$ cat config.mk
export PLATFORM = sky130hd
export DESIGN_NAME = intel_hex_record_parser_top
export DESIGN_NICKNAME = d
export VERILOG_FILES = /design/src/rtl/ihex_pkg.sv /design/src/rtl/ihex_parse.sv /design/src/rtl/ihex_out_reg.sv /design/src/rtl/intel_hex_record_parser_top.sv
export SDC_FILE = /design/constraint.sdc
export NUM_CORES = 1
export LEC_CHECK = 0
export BUFFER_PORTS_ARGS = -buffer_cell sky130_fd_sc_hd__buf_2
export CAP_MARGIN = 20
export CELL_PAD_IN_SITES_DETAIL_PLACEMENT = 0
export CELL_PAD_IN_SITES_GLOBAL_PLACEMENT = 1
export CORE_MARGIN = 2
export CORE_UTILIZATION = 47
export DETAILED_ROUTE_END_ITERATION = 8
export GPL_TIMING_DRIVEN = 0
export PLACE_DENSITY_LB_ADDON = 0.1
export SYNTH_ARGS = -nofsm -noshare
export SYNTH_HDL_FRONTEND = slang
export SYNTH_HIERARCHICAL = 1
export SYNTH_SLANG_ARGS = --single-unit
$ cat constraint.sdc
create_clock -name clk -period 5 [get_ports clk]
set_input_delay 0.25 -clock clk [delete_from_list [all_inputs] [get_ports clk]]
set_output_delay 0.25 -clock clk [all_outputs]
set_load 0.01 [all_outputs]
$ cat src/rtl/ihex_pkg.sv
package ihex_pkg;

	localparam logic [7:0] CHAR_COLON = 8'h3a;
	localparam logic [7:0] CHAR_NL    = 8'h0a;

	localparam logic [2:0] V_OK       = 3'd0;
	localparam logic [2:0] V_END      = 3'd1;
	localparam logic [2:0] V_NO_COLON = 3'd2;
	localparam logic [2:0] V_HDR_HEX  = 3'd3;
	localparam logic [2:0] V_DATA_HEX = 3'd4;
	localparam logic [2:0] V_CK_HEX   = 3'd5;
	localparam logic [2:0] V_MISMATCH = 3'd6;
	localparam logic [2:0] V_BAD_TYPE = 3'd7;

	localparam logic KIND_DATA    = 1'b0;
	localparam logic KIND_VERDICT = 1'b1;

	localparam int TDATA_W = 48;

	typedef enum logic [2:0] {
		PH_LINE_START = 3'd0,
		PH_HEADER     = 3'd1,
		PH_DATA       = 3'd2,
		PH_CKSUM      = 3'd3,
		PH_SKIP       = 3'd4
	} phase_t;

	typedef struct packed {
		logic        kind;
		logic [15:0] addr;
		logic [7:0]  data;
		logic [2:0]  verdict;
		logic [15:0] line;
	} res_t;

	// bit 4 set: not a hex digit
	function automatic logic [4:0] hex_nibble(input logic [7:0] c);
		logic [4:0] r;
		r = 5'h10;
		if (c >= 8'h30 && c <= 8'h39) begin
			r = {1'b0, 4'(c - 8'h30)};
		end else if (c >= 8'h61 && c <= 8'h66) begin
			r = {1'b0, 4'(c - 8'h57)};
		end else if (c >= 8'h41 && c <= 8'h46) begin
			r = {1'b0, 4'(c - 8'h37)};
		end
		return r;
	endfunction

endpackage

$ cat src/rtl/ihex_parse.sv
module ihex_parse (
	input  logic               clk,
	input  logic               arst_n,
	input  logic               step,
	input  logic [7:0]         ch,
	output logic               res_valid,
	output ihex_pkg::res_t     res
);
	import ihex_pkg::*;

	phase_t      phase_q, phase_d;
	logic [2:0]  digit_q, digit_d;
	logic [3:0]  hi_q, hi_d;
	logic [7:0]  len_q, len_d;
	logic [15:0] addr_q, addr_d;
	logic        type_end_q, type_end_d;
	logic [7:0]  left_q, left_d;
	logic [7:0]  ofs_q, ofs_d;
	logic [7:0]  sum_q, sum_d;
	logic        halted_q, halted_d;
	logic [15:0] line_q, line_d;

	logic [4:0]  nib;
	logic        nib_bad;
	logic [7:0]  byte_v;
	logic [7:0]  sum_add;
	logic        run;

	assign nib     = hex_nibble(ch);
	assign nib_bad = nib[4];
	assign byte_v  = {hi_q, nib[3:0]};
	assign sum_add = sum_q + byte_v;
	assign run     = step && !halted_q;

	always_comb begin
		phase_d = phase_q;
		if (run) begin
			unique case (phase_q)
				PH_LINE_START: begin
					if (ch == CHAR_COLON) phase_d = PH_HEADER;
				end
				PH_SKIP: begin
					if (ch == CHAR_NL) phase_d = PH_LINE_START;
				end
				PH_HEADER: begin
					if (!nib_bad && digit_q[0] && digit_q[2:1] == 2'd3 && byte_v <= 8'd1)
						phase_d = (len_q != 8'd0) ? PH_DATA : PH_CKSUM;
				end
				PH_DATA: begin
					if (!nib_bad && digit_q[0] && left_q == 8'd1) phase_d = PH_CKSUM;
				end
				PH_CKSUM: begin
					if (!nib_bad && digit_q[0] && sum_add == 8'd0) phase_d = PH_SKIP;
				end
				default: phase_d = PH_LINE_START;
			endcase
		end
	end

	always_comb begin
		digit_d    = digit_q;
		hi_d       = hi_q;
		len_d      = len_q;
		addr_d     = addr_q;
		type_end_d = type_end_q;
		left_d     = left_q;
		ofs_d      = ofs_q;
		sum_d      = sum_q;
		halted_d   = halted_q;
		line_d     = line_q;
		res_valid  = 1'b0;
		res        = '0;
		if (run) begin
			unique case (phase_q)
				PH_LINE_START: begin
					if (line_q != 16'hffff) line_d = line_q + 16'd1;
					digit_d = 3'd0;
					sum_d   = 8'd0;
					if (ch != CHAR_COLON) begin
						halted_d    = 1'b1;
						res_valid   = 1'b1;
						res.kind    = KIND_VERDICT;
						res.verdict = V_NO_COLON;
					end
				end
				PH_SKIP: ;
				PH_HEADER, PH_DATA, PH_CKSUM: begin
					if (nib_bad) begin
						halted_d    = 1'b1;
						res_valid   = 1'b1;
						res.kind    = KIND_VERDICT;
						res.verdict = (phase_q == PH_HEADER) ? V_HDR_HEX :
						              (phase_q == PH_DATA)   ? V_DATA_HEX : V_CK_HEX;
					end else if (!digit_q[0]) begin
						hi_d    = nib[3:0];
						digit_d = digit_q + 3'd1;
					end else begin
						sum_d = sum_add;
						if (phase_q == PH_HEADER) begin
							digit_d = digit_q + 3'd1;
							case (digit_q[2:1])
								2'd0: len_d = byte_v;
								2'd1: addr_d = {byte_v, 8'h00};
								2'd2: addr_d = {addr_q[15:8], byte_v};
								default: begin
									type_end_d = byte_v[0];
									if (byte_v > 8'd1) begin
										halted_d    = 1'b1;
										res_valid   = 1'b1;
										res.kind    = KIND_VERDICT;
										res.verdict = V_BAD_TYPE;
									end else begin
										left_d  = len_q;
										ofs_d   = 8'd0;
										digit_d = 3'd0;
									end
								end
							endcase
						end else if (phase_q == PH_DATA) begin
							digit_d = 3'd0;
							ofs_d   = ofs_q + 8'd1;
							left_d  = left_q - 8'd1;
							if (!type_end_q) begin
								res_valid = 1'b1;
								res.kind  = KIND_DATA;
								res.addr  = addr_q + {8'h00, ofs_q};
								res.data  = byte_v;
							end
						end else begin
							digit_d     = 3'd0;
							res_valid   = 1'b1;
							res.kind    = KIND_VERDICT;
							if (sum_add != 8'd0) begin
								halted_d    = 1'b1;
								res.verdict = V_MISMATCH;
							end else begin
								res.verdict = type_end_q ? V_END : V_OK;
							end
						end
					end
				end
				default: ;
			endcase
		end
		res.line = line_d;
	end

	always_ff @(posedge clk or negedge arst_n) begin
		if (!arst_n) begin
			phase_q    <= PH_LINE_START;
			digit_q    <= '0;
			hi_q       <= '0;
			len_q      <= '0;
			addr_q     <= '0;
			type_end_q <= 1'b0;
			left_q     <= '0;
			ofs_q      <= '0;
			sum_q      <= '0;
			halted_q   <= 1'b0;
			line_q     <= '0;
		end else begin
			phase_q    <= phase_d;
			digit_q    <= digit_d;
			hi_q       <= hi_d;
			len_q      <= len_d;
			addr_q     <= addr_d;
			type_end_q <= type_end_d;
			left_q     <= left_d;
			ofs_q      <= ofs_d;
			sum_q      <= sum_d;
			halted_q   <= halted_d;
			line_q     <= line_d;
		end
	end

endmodule

$ cat src/rtl/ihex_out_reg.sv
module ihex_out_reg (
	input  logic           clk,
	input  logic           arst_n,
	input  logic           load,
	input  logic           in_valid,
	input  ihex_pkg::res_t in_res,
	input  logic           out_ready,
	output logic           rdy,
	output logic           out_valid,
	output ihex_pkg::res_t out_res
);
	import ihex_pkg::*;

	logic valid_q;
	res_t res_q;

	assign rdy       = !valid_q || out_ready;
	assign out_valid = valid_q;
	assign out_res   = res_q;

	always_ff @(posedge clk or negedge arst_n) begin
		if (!arst_n) begin
			valid_q <= 1'b0;
		end else if (rdy) begin
			valid_q <= load && in_valid;
		end
	end

	always_ff @(posedge clk) begin
		if (load && in_valid) begin
			res_q <= in_res;
		end
	end

endmodule

$ cat src/rtl/intel_hex_record_parser_top.sv
// Intel HEX record parser. Takes one ASCII character per transaction on the
// s_axis side and can accept a character every clock cycle unless the output
// register is stalled. Each character passes an input register, is decoded
// against the record state, and any result lands in an output register.
// s_axis_tready drops only while the output register holds an untaken result
// and m_axis_tready is low. Data bytes of type 0 records go out as they
// complete (tuser 0); each checksum is followed by a verdict transaction
// (tuser 1). Bytes of a record are only good once an ok verdict arrives.
// After any error verdict the block consumes input silently until reset.
module intel_hex_record_parser_top (
	input  logic                         clk,
	input  logic                         arst_n,
	input  logic                         s_axis_tvalid,
	output logic                         s_axis_tready,
	input  logic [7:0]                   s_axis_tdata,   // [7:0] char_in
	output logic                         m_axis_tvalid,
	input  logic                         m_axis_tready,
	output logic [ihex_pkg::TDATA_W-1:0] m_axis_tdata,   // [15:0] target_address,
	                                                     // [23:16] data_byte,
	                                                     // [26:24] verdict,
	                                                     // [42:27] line_number, [47:43] 0
	output logic                         m_axis_tuser    // [0] item_kind
);
	import ihex_pkg::*;

	logic       vld_s1;
	logic [7:0] ch_s1;
	logic       out_rdy;
	logic       step;
	logic       res_valid;
	res_t       res;
	res_t       res_out;

	assign s_axis_tready = !vld_s1 || out_rdy;
	assign step          = vld_s1 && out_rdy;

	always_ff @(posedge clk or negedge arst_n) begin
		if (!arst_n) begin
			vld_s1 <= 1'b0;
		end else if (s_axis_tready) begin
			vld_s1 <= s_axis_tvalid;
		end
	end

	always_ff @(posedge clk) begin
		if (s_axis_tvalid && s_axis_tready) begin
			ch_s1 <= s_axis_tdata;
		end
	end

	ihex_parse u_parse (
		.clk       (clk),
		.arst_n    (arst_n),
		.step      (step),
		.ch        (ch_s1),
		.res_valid (res_valid),
		.res       (res)
	);

	ihex_out_reg u_out (
		.clk       (clk),
		.arst_n    (arst_n),
		.load      (step),
		.in_valid  (res_valid),
		.in_res    (res),
		.out_ready (m_axis_tready),
		.rdy       (out_rdy),
		.out_valid (m_axis_tvalid),
		.out_res   (res_out)
	);

	assign m_axis_tuser = res_out.kind;
	assign m_axis_tdata = {5'b0, res_out.line, res_out.verdict, res_out.data, res_out.addr};

endmodule

Word level (Yosys, flattened, before mapping)
Cells that the tools add are included.
{"block": "classes", "addsub": 9, "magnitude_cmp": 8, "eq_ne": 27, "n_mux": 69, "bitwise": 7, "n_reduce_logical": 39}
{"op": "2-to-1 mux 8 bit", "n": 10}
{"op": "2-to-1 mux 24 bit", "n": 3}
{"op": "2-to-1 mux 3 bit", "n": 17}
{"op": "2-to-1 mux 16 bit", "n": 3}
{"op": "one-hot mux 16 bit (2 select lines)", "n": 1}
{"op": "2-to-1 mux 28 bit", "n": 1}
{"op": "AND reduction 6 bit", "n": 4}
{"op": "2-to-1 mux 1 bit", "n": 23}
{"op": "adder 16 x 1 -> 16 bit, second input constant", "n": 1}
{"op": "adder 16 x 8 -> 16 bit", "n": 1}
{"op": "greater-or-equal comparator 8 x 7 -> 1 bit, second input constant", "n": 2}
{"op": "less-or-equal comparator 8 x 7 -> 1 bit, second input constant", "n": 2}
{"op": "inequality test 16 bit, second input constant", "n": 1}
{"op": "one-hot mux 8 bit (2 select lines)", "n": 1}
{"op": "nonzero test 8 bit", "n": 2}
{"op": "2-to-1 mux 5 bit", "n": 3}
{"op": "one-hot mux 3 bit (5 select lines)", "n": 1}
{"op": "inequality test 2 x 1 -> 1 bit, second input constant", "n": 7}
{"op": "AND reduction 7 bit", "n": 2}
{"op": "logical AND 1 bit", "n": 12}
{"op": "one-hot mux 3 bit (2 select lines)", "n": 2}
{"op": "adder 8 x 1 -> 8 bit, second input constant", "n": 1}
{"op": "adder 8 bit", "n": 1}
{"op": "equality test 8 x 1 -> 1 bit, second input constant", "n": 1}
{"op": "other kinds (35)", "n": 57}
{"block": "word_totals", "register_bits": 130, "in_bits": 12, "output_inout_bits": 51, "wordCells": 179}

Longest topological paths before layout
{"block": "logic_depth", "ltp_word": 14, "depth_mapped": 16, "depth_no_buf": 15}

Modules after synthesis
The synthesis kept the hierarchy.
{"mod": "ihex_parse", "instances": 1, "cells_each": 583, "area_each_um2": 5062.4, "seq_area_each_um2": 1901.8}
{"mod": "ihex_out_reg", "instances": 1, "cells_each": 49, "area_each_um2": 1373.8, "seq_area_each_um2": 1346.3}
{"mod": "intel_hex_record_parser_top", "instances": 1, "cells_each": 19, "area_each_um2": 341.6, "seq_area_each_um2": 265.3}

Least setup slack after synthesis
OpenSTA, ideal clock, no wires.
{"block": "synth_timing", "path_type": "reg2reg", "start": "register ch_s1[0]", "end": "register u_parse.halted_q", "setup_ps": 126, "arrival_ps": 4083, "required_ps": 4874, "path_slack_ps": 791, "stages_incl_launch_ff": 16, "path_buffers": 1, "period_less_slack_ps": 4209, "cell_sequence": "edfxtp_1 > inv_1 > ha_1 > inv_1 > o311ai_1 > and2_0 > clkbuf_1 > nor2_1 > ha_1 > a21o_1 > and4_4 > or4_4 > a2111oi_4 > a21boi_4 > nand2_1 > a221o_1"}
{"block": "synth_between", "elab_chain_len": 9, "elab_cells_between_ends": 28, "classes_between": "add/sub (4); order compare (7); eq/ne (7); mux (5); reduce/logical (5)"}
{"item": "start: declaration", "line": "intel_hex_record_parser_top.sv:27", "source": "logic [7:0] ch_s1;"}
{"item": "start signal: assignment", "line": "intel_hex_record_parser_top.sv:47", "source": "ch_s1 <= s_axis_tdata;"}
{"item": "greater-or-equal comparator 8 x 7 -> 1 bit / less-or-equal comparator 8 x 7 -> 1 bit (equally long branches)", "line": "ihex_pkg.sv:44", "source": "end else if (c >= 8'h41 && c <= 8'h46) begin"}
{"item": "logical AND 1 bit", "line": "ihex_pkg.sv:44"}
{"item": "2-to-1 mux 5 bit", "line": "ihex_pkg.sv:44"}
{"item": "2-to-1 mux 5 bit", "line": "ihex_pkg.sv:42", "source": "end else if (c >= 8'h61 && c <= 8'h66) begin"}
{"item": "2-to-1 mux 5 bit (*)", "line": "ihex_pkg.sv:40", "source": "if (c >= 8'h30 && c <= 8'h39) begin"}
{"item": "via u_parse.nib[1]", "line": "ihex_parse.sv:23", "source": "logic [4:0] nib;"}
{"item": "adder 8 bit", "line": "ihex_parse.sv:32", "source": "assign sum_add = sum_q + byte_v;"}
{"item": "nonzero test 8 bit", "line": "ihex_parse.sv:133", "source": "if (sum_add != 8'd0) begin"}
{"item": "inequality test 4 x 1 -> 1 bit (no source line)"}
{"item": "AND reduction 8 bit (no source line) (*)"}
{"item": "end signal: assignment", "line": "ihex_parse.sv:171", "source": "halted_q <= halted_d;"}
{"item": "end: declaration", "line": "ihex_parse.sv:20", "source": "logic halted_q, halted_d;"}
Mark *: on every way through the listed nets, which the timed path passes. The rest lies on a longest branch.
A chain may end at the register's enable or synchronous reset.

Worst setup path in the final report
{"block": "layout_timing", "start": "register ch_s1[0]", "end": "register u_parse.phase_q[1]"}
{"block": "layout_between", "elab_cells_between_ends": 32, "classes_between": "add/sub (4); order compare (7); eq/ne (7); mux (3); reduce/logical (11)"}
{"item": "greater-or-equal comparator 8 x 7 -> 1 bit / less-or-equal comparator 8 x 7 -> 1 bit (equally long branches)", "line": "ihex_pkg.sv:44"}
{"item": "logical AND 1 bit", "line": "ihex_pkg.sv:44"}
{"item": "2-to-1 mux 5 bit", "line": "ihex_pkg.sv:44"}
{"item": "2-to-1 mux 5 bit", "line": "ihex_pkg.sv:42"}
{"item": "2-to-1 mux 5 bit (*)", "line": "ihex_pkg.sv:40"}
{"item": "via u_parse.nib[1]", "line": "ihex_parse.sv:23"}
{"item": "adder 8 bit", "line": "ihex_parse.sv:32"}
{"item": "zero test 8 bit", "line": "ihex_parse.sv:53", "source": "if (!nib_bad && digit_q[0] && sum_add == 8'd0) phase_d = PH_SKIP;"}
{"item": "logical AND 1 bit", "line": "ihex_parse.sv:53"}
{"item": "inequality test 2 x 1 -> 1 bit (no source line)"}
{"item": "AND reduction 6 bit (no source line) (*)"}
{"item": "end signal: assignment", "line": "ihex_parse.sv:162", "source": "phase_q <= phase_d;"}
{"item": "end: declaration", "line": "ihex_parse.sv:11", "source": "phase_t phase_q, phase_d;"}
Marked as above.

==> impl_metrics.toml <==
[cts]
tritoncts.num_buffers = 17
tritoncts_num_sinks = 130
clkTransAtPathRegs_ps = 60
clock_path_buffers = 2
clock_insertion_delay_worst_skew_ps = 420
cts_root_buf = "sky130_fd_sc_hd__clkbuf_16"
cts_tree = "yes"
htreeDepth = 4

[yosys]
post_synth_num_cell_types = 77
synth_area_per_cell_um2 = 10.41
yosysSeqAreaShare = 0.5184
synth.largest_area_cell = "sky130_fd_sc_hd__dfrtp_1"
dominant_combinational_cell_family_by_area_after_synthesis = "simple AND/OR/NAND/NOR gates"
muxShareOfSynthArea = 0.01311
synth-xor-area-share = 0.03360
synth_enable_flop_cells = 52
synth_area_leaders = "sky130_fd_sc_hd__dfrtp_1 29%, sky130_fd_sc_hd__edfxtp_1 23%, sky130_fd_sc_hd__ha_1 5.2%"
synth_cells = 651
synth-compound-area-share = 0.1565
mappedNetlistArea_um2 = 6778
synth_simple_gate_area_frac = 0.1901
synth_adder_area_share = 0.05760
synth.yosys.warnings = 6
synth-seq-cells = 130
synth_async_sr_flop_share = 0.6000
yosys_most_used_dff = "sky130_fd_sc_hd__dfrtp_1"
synth_top_area_frac = 0.2880

[power_and_ir_drop]
irDropWorstVdd_uv = 211.3
totalPowerFinal_mw = 2.780
power-per-cell-area_nw_per_um2 = 345.0
leakage_nw = 3.403

[critical_path]
critPathLaunchType = "flop"
critical_path_maximum_fanout = 7
timing.critical_path.to_type = "flop"
crit-reg2reg-capture = "u_parse/phase_q[1]"
critical_path_class = "flop to flop"
rrSetupSlack_ps = 180
timing.critical_path.arrival_ps = 5130
critPathRequiredTime_ps = 5310
worstReg2RegStart = "ch_s1[0]"
worstRegToRegCells = 14

[sta]
worst-slew-pin-transition_ps = 941.8
slew-limit-headroom = 0.3541
layout_min_cycle_time_ps = 4822
grt_setup_unrepaired = "false"
final_count_of_hold_timing_violations = 0
report.final.slew_viol_count = 0
worst_skew_ps = 9.058
final.period_utilization = 0.9644
finalSetupViolCount = 0
fmax_mhz = 207.4
setup_total_negative_slack_ps = 0

[floorplan]
die_width_um = 124.1
io_pins = 63
core_area_um2 = 13990
die_area_um2 = 15400
initial_utilization = 0.4845
std_cell_rows = 43
overall_die_height_um = 124.1

[flow_run]
maxCapViolations = 0

[worst_hold_path]
worstHoldPathType = "primary input to flop"
worst_hold_path.num_cells = 2
timing.hold.worst.start = "s_axis_tvalid"
holdPathEnd = "vld_s1"

[detailed_routing]
postRouteWirelength_mm = 15.66
dr.pass1.iters = 5
detail_route.drc_violations = 0
avgRoutedWirePerCell_um = 16.77
drt_iter0_drc = 462
total_number_of_vias = 5301
detail_route.vias_per_cell = 5.676
postRouteAntennaNets = 0

[global_route]
initial_antenna_violation_count = 0
grt_pass1_vias = 5096
grt_start_max_net_pins = 50
grt_first_pass_wirelength_mm = 25.65
grt.overflow.total = 0
grt_util_all_layers = 0.2169

[cells_and_area]
fillCellCount = 1236
layout-drive-gt1-share = 0.1698
finish.instance_area_um2 = 8059
n_antenna_cell = 0
area_growth_pct = 18.90
finalNetCount = 783

[outcome]
outcome = "finished, final reports clean"

[placed_design]
placement.io_buffers = 57
place_area_um2 = 7333
global_placement_routability_congestion = 0.8443
place.detailed.hpwl_mm = 10.83
worst max-delay path, stage by stage, from the launching register on:
cell	delay (ps)
sky130_fd_sc_hd__edfxtp_1	410
sky130_fd_sc_hd__inv_1	140
sky130_fd_sc_hd__ha_1	250
sky130_fd_sc_hd__o21bai_1	230
sky130_fd_sc_hd__a21o_1	270
sky130_fd_sc_hd__mux2i_1	810
sky130_fd_sc_hd__nor2_1	180
sky130_fd_sc_hd__ha_1	360
sky130_fd_sc_hd__a21o_1	210
sky130_fd_sc_hd__and4_4	200
sky130_fd_sc_hd__or4_4	500
sky130_fd_sc_hd__a2111oi_4	370
sky130_fd_sc_hd__a21boi_4	340
sky130_fd_sc_hd__a31oi_1	150
sky130_fd_sc_hd__a211o_1	290
power breakdown:
group	total, mW	internal, mW	switching (mW)
Combinational	0.275	0.0996	0.175
Clock	1.32	0.846	0.469
Sequential	1.19	1.15	0.0400
Total	2.78	2.10	0.685
repair_timing:
item / CTS / global route
hold endpoints to repair: 36 / 1
gates resized for setup: 0 / 3
setup buffers: 0 / 0
endpoints found under the setup margin: 0 / 7
hold buffers: 8 / 1
final cells by class:
class	instances	area, um^2	area share
clock inverter	13	183.9	0.02282
sequential	130	3513	0.4360
inverter	22	82.58	0.01025
multi-input combinational	477	3083	0.3825
buffer	26	122.6	0.01522
timing repair buffer	67	405.4	0.05030
tap	180	225.2	0.02795
clock buffer	19	442.9	0.05496
registers in the layout, indices dropped and copies added (netlist names):
signal / count
u_parse/type_end_q: 1
u_parse/sum_q: 8
u_out/out_valid: 1
u_parse/phase_q: 3
u_parse/len_q: 8
u_parse/digit_q: 3
u_parse/ofs_q: 8
u_parse/left_q: 8
u_out/out_res: 44
vld_s1: 1
ch_s1: 8
u_parse/line_q: 16
u_parse/addr_q: 16
u_parse/hi_q: 4
u_parse/halted_q: 1
routing by layer:
metal / wire (um) / vias to the layer above / track usage
met5: 0 / - / 0
met4: 313 / 0 / 0.08427
met3: 617 / 28 / 0.04258
met2: 7341 / 153 / 0.3350
met1: 7390 / 2555 / 0.3018
li1: - / 2565 / -
how the worst max path moves through the flow:
stage          startpoint                 end  cells after the start
2_1_floorplan    ch_s1[0]    u_parse/halted_q                     15
3_3_place_gp     ch_s1[0]    u_parse/halted_q                     15
3_5_place_dp     ch_s1[0]  u_parse/phase_q[1]                     15
4_1_cts          ch_s1[0]  u_parse/phase_q[1]                     15
5_1_grt          ch_s1[0]    u_parse/halted_q                     14
6_report         ch_s1[0]  u_parse/phase_q[1]                     14
Yosys cell counts, drive strengths merged, types with 2 or more instances:
master and count:
a2111o 2, a211oi 7, a21o 8, a21oi 26, a22o 4, a22oi 3, a31oi 7, a32oi 2
and2 11, and3 9, and4 3, buf 10, clkbuf 16, dfrtp 78, edfxtp 52, fa 2
ha 28, inv 22, mux2 7, nand2 69, nand2b 18, nand3 21, nand4 12, nor2 57
nor2b 3, nor3 12, nor3b 6, nor4 6, o211ai 2, o21a 2, o21ai 65, o21bai 2
o221ai 3, o311ai 3, o31ai 9, o41ai 3, or2 4, or3 6, or4 4, xnor2 18
xor2 8
cells in the final DEF, fill, tap and decap left out, drive strengths merged, types with 21 or more instances in the layout:
cell type	count
a21oi	26
nor2	57
ha	28
dfrtp	78
nand3	21
nand2	69
buf	68
clkbuf	35
o21ai	65
edfxtp	52
inv	23
metrics by stage:
step / worst slack (ps) / instances / util / hold slack [ps]
6_report: 178.1 / 934 / 0.5761 / 30.59
5_1_grt: 65.18 / 934 / 0.5761 / 20.96
4_1_cts: 46.96 / 933 / 0.5748 / 3.109
3_5_place_dp: 82.91 / 893 / 0.5242 / 224.1
3_3_place_gp: 164.9 / 892 / 0.5221 / 426.4
2_1_floorplan: 791.2 / 655 / - / -45.59
kinds of logic after synthesis:
family          count (synthesis)
compound gates                162
xor+xnor                       26
fa+ha+maj                      30
buf+inv                        48
flops                         130
mux                             8
other cells                     1
simple gates                  246
Note: power is estimated with default switching activity, not from simulation.
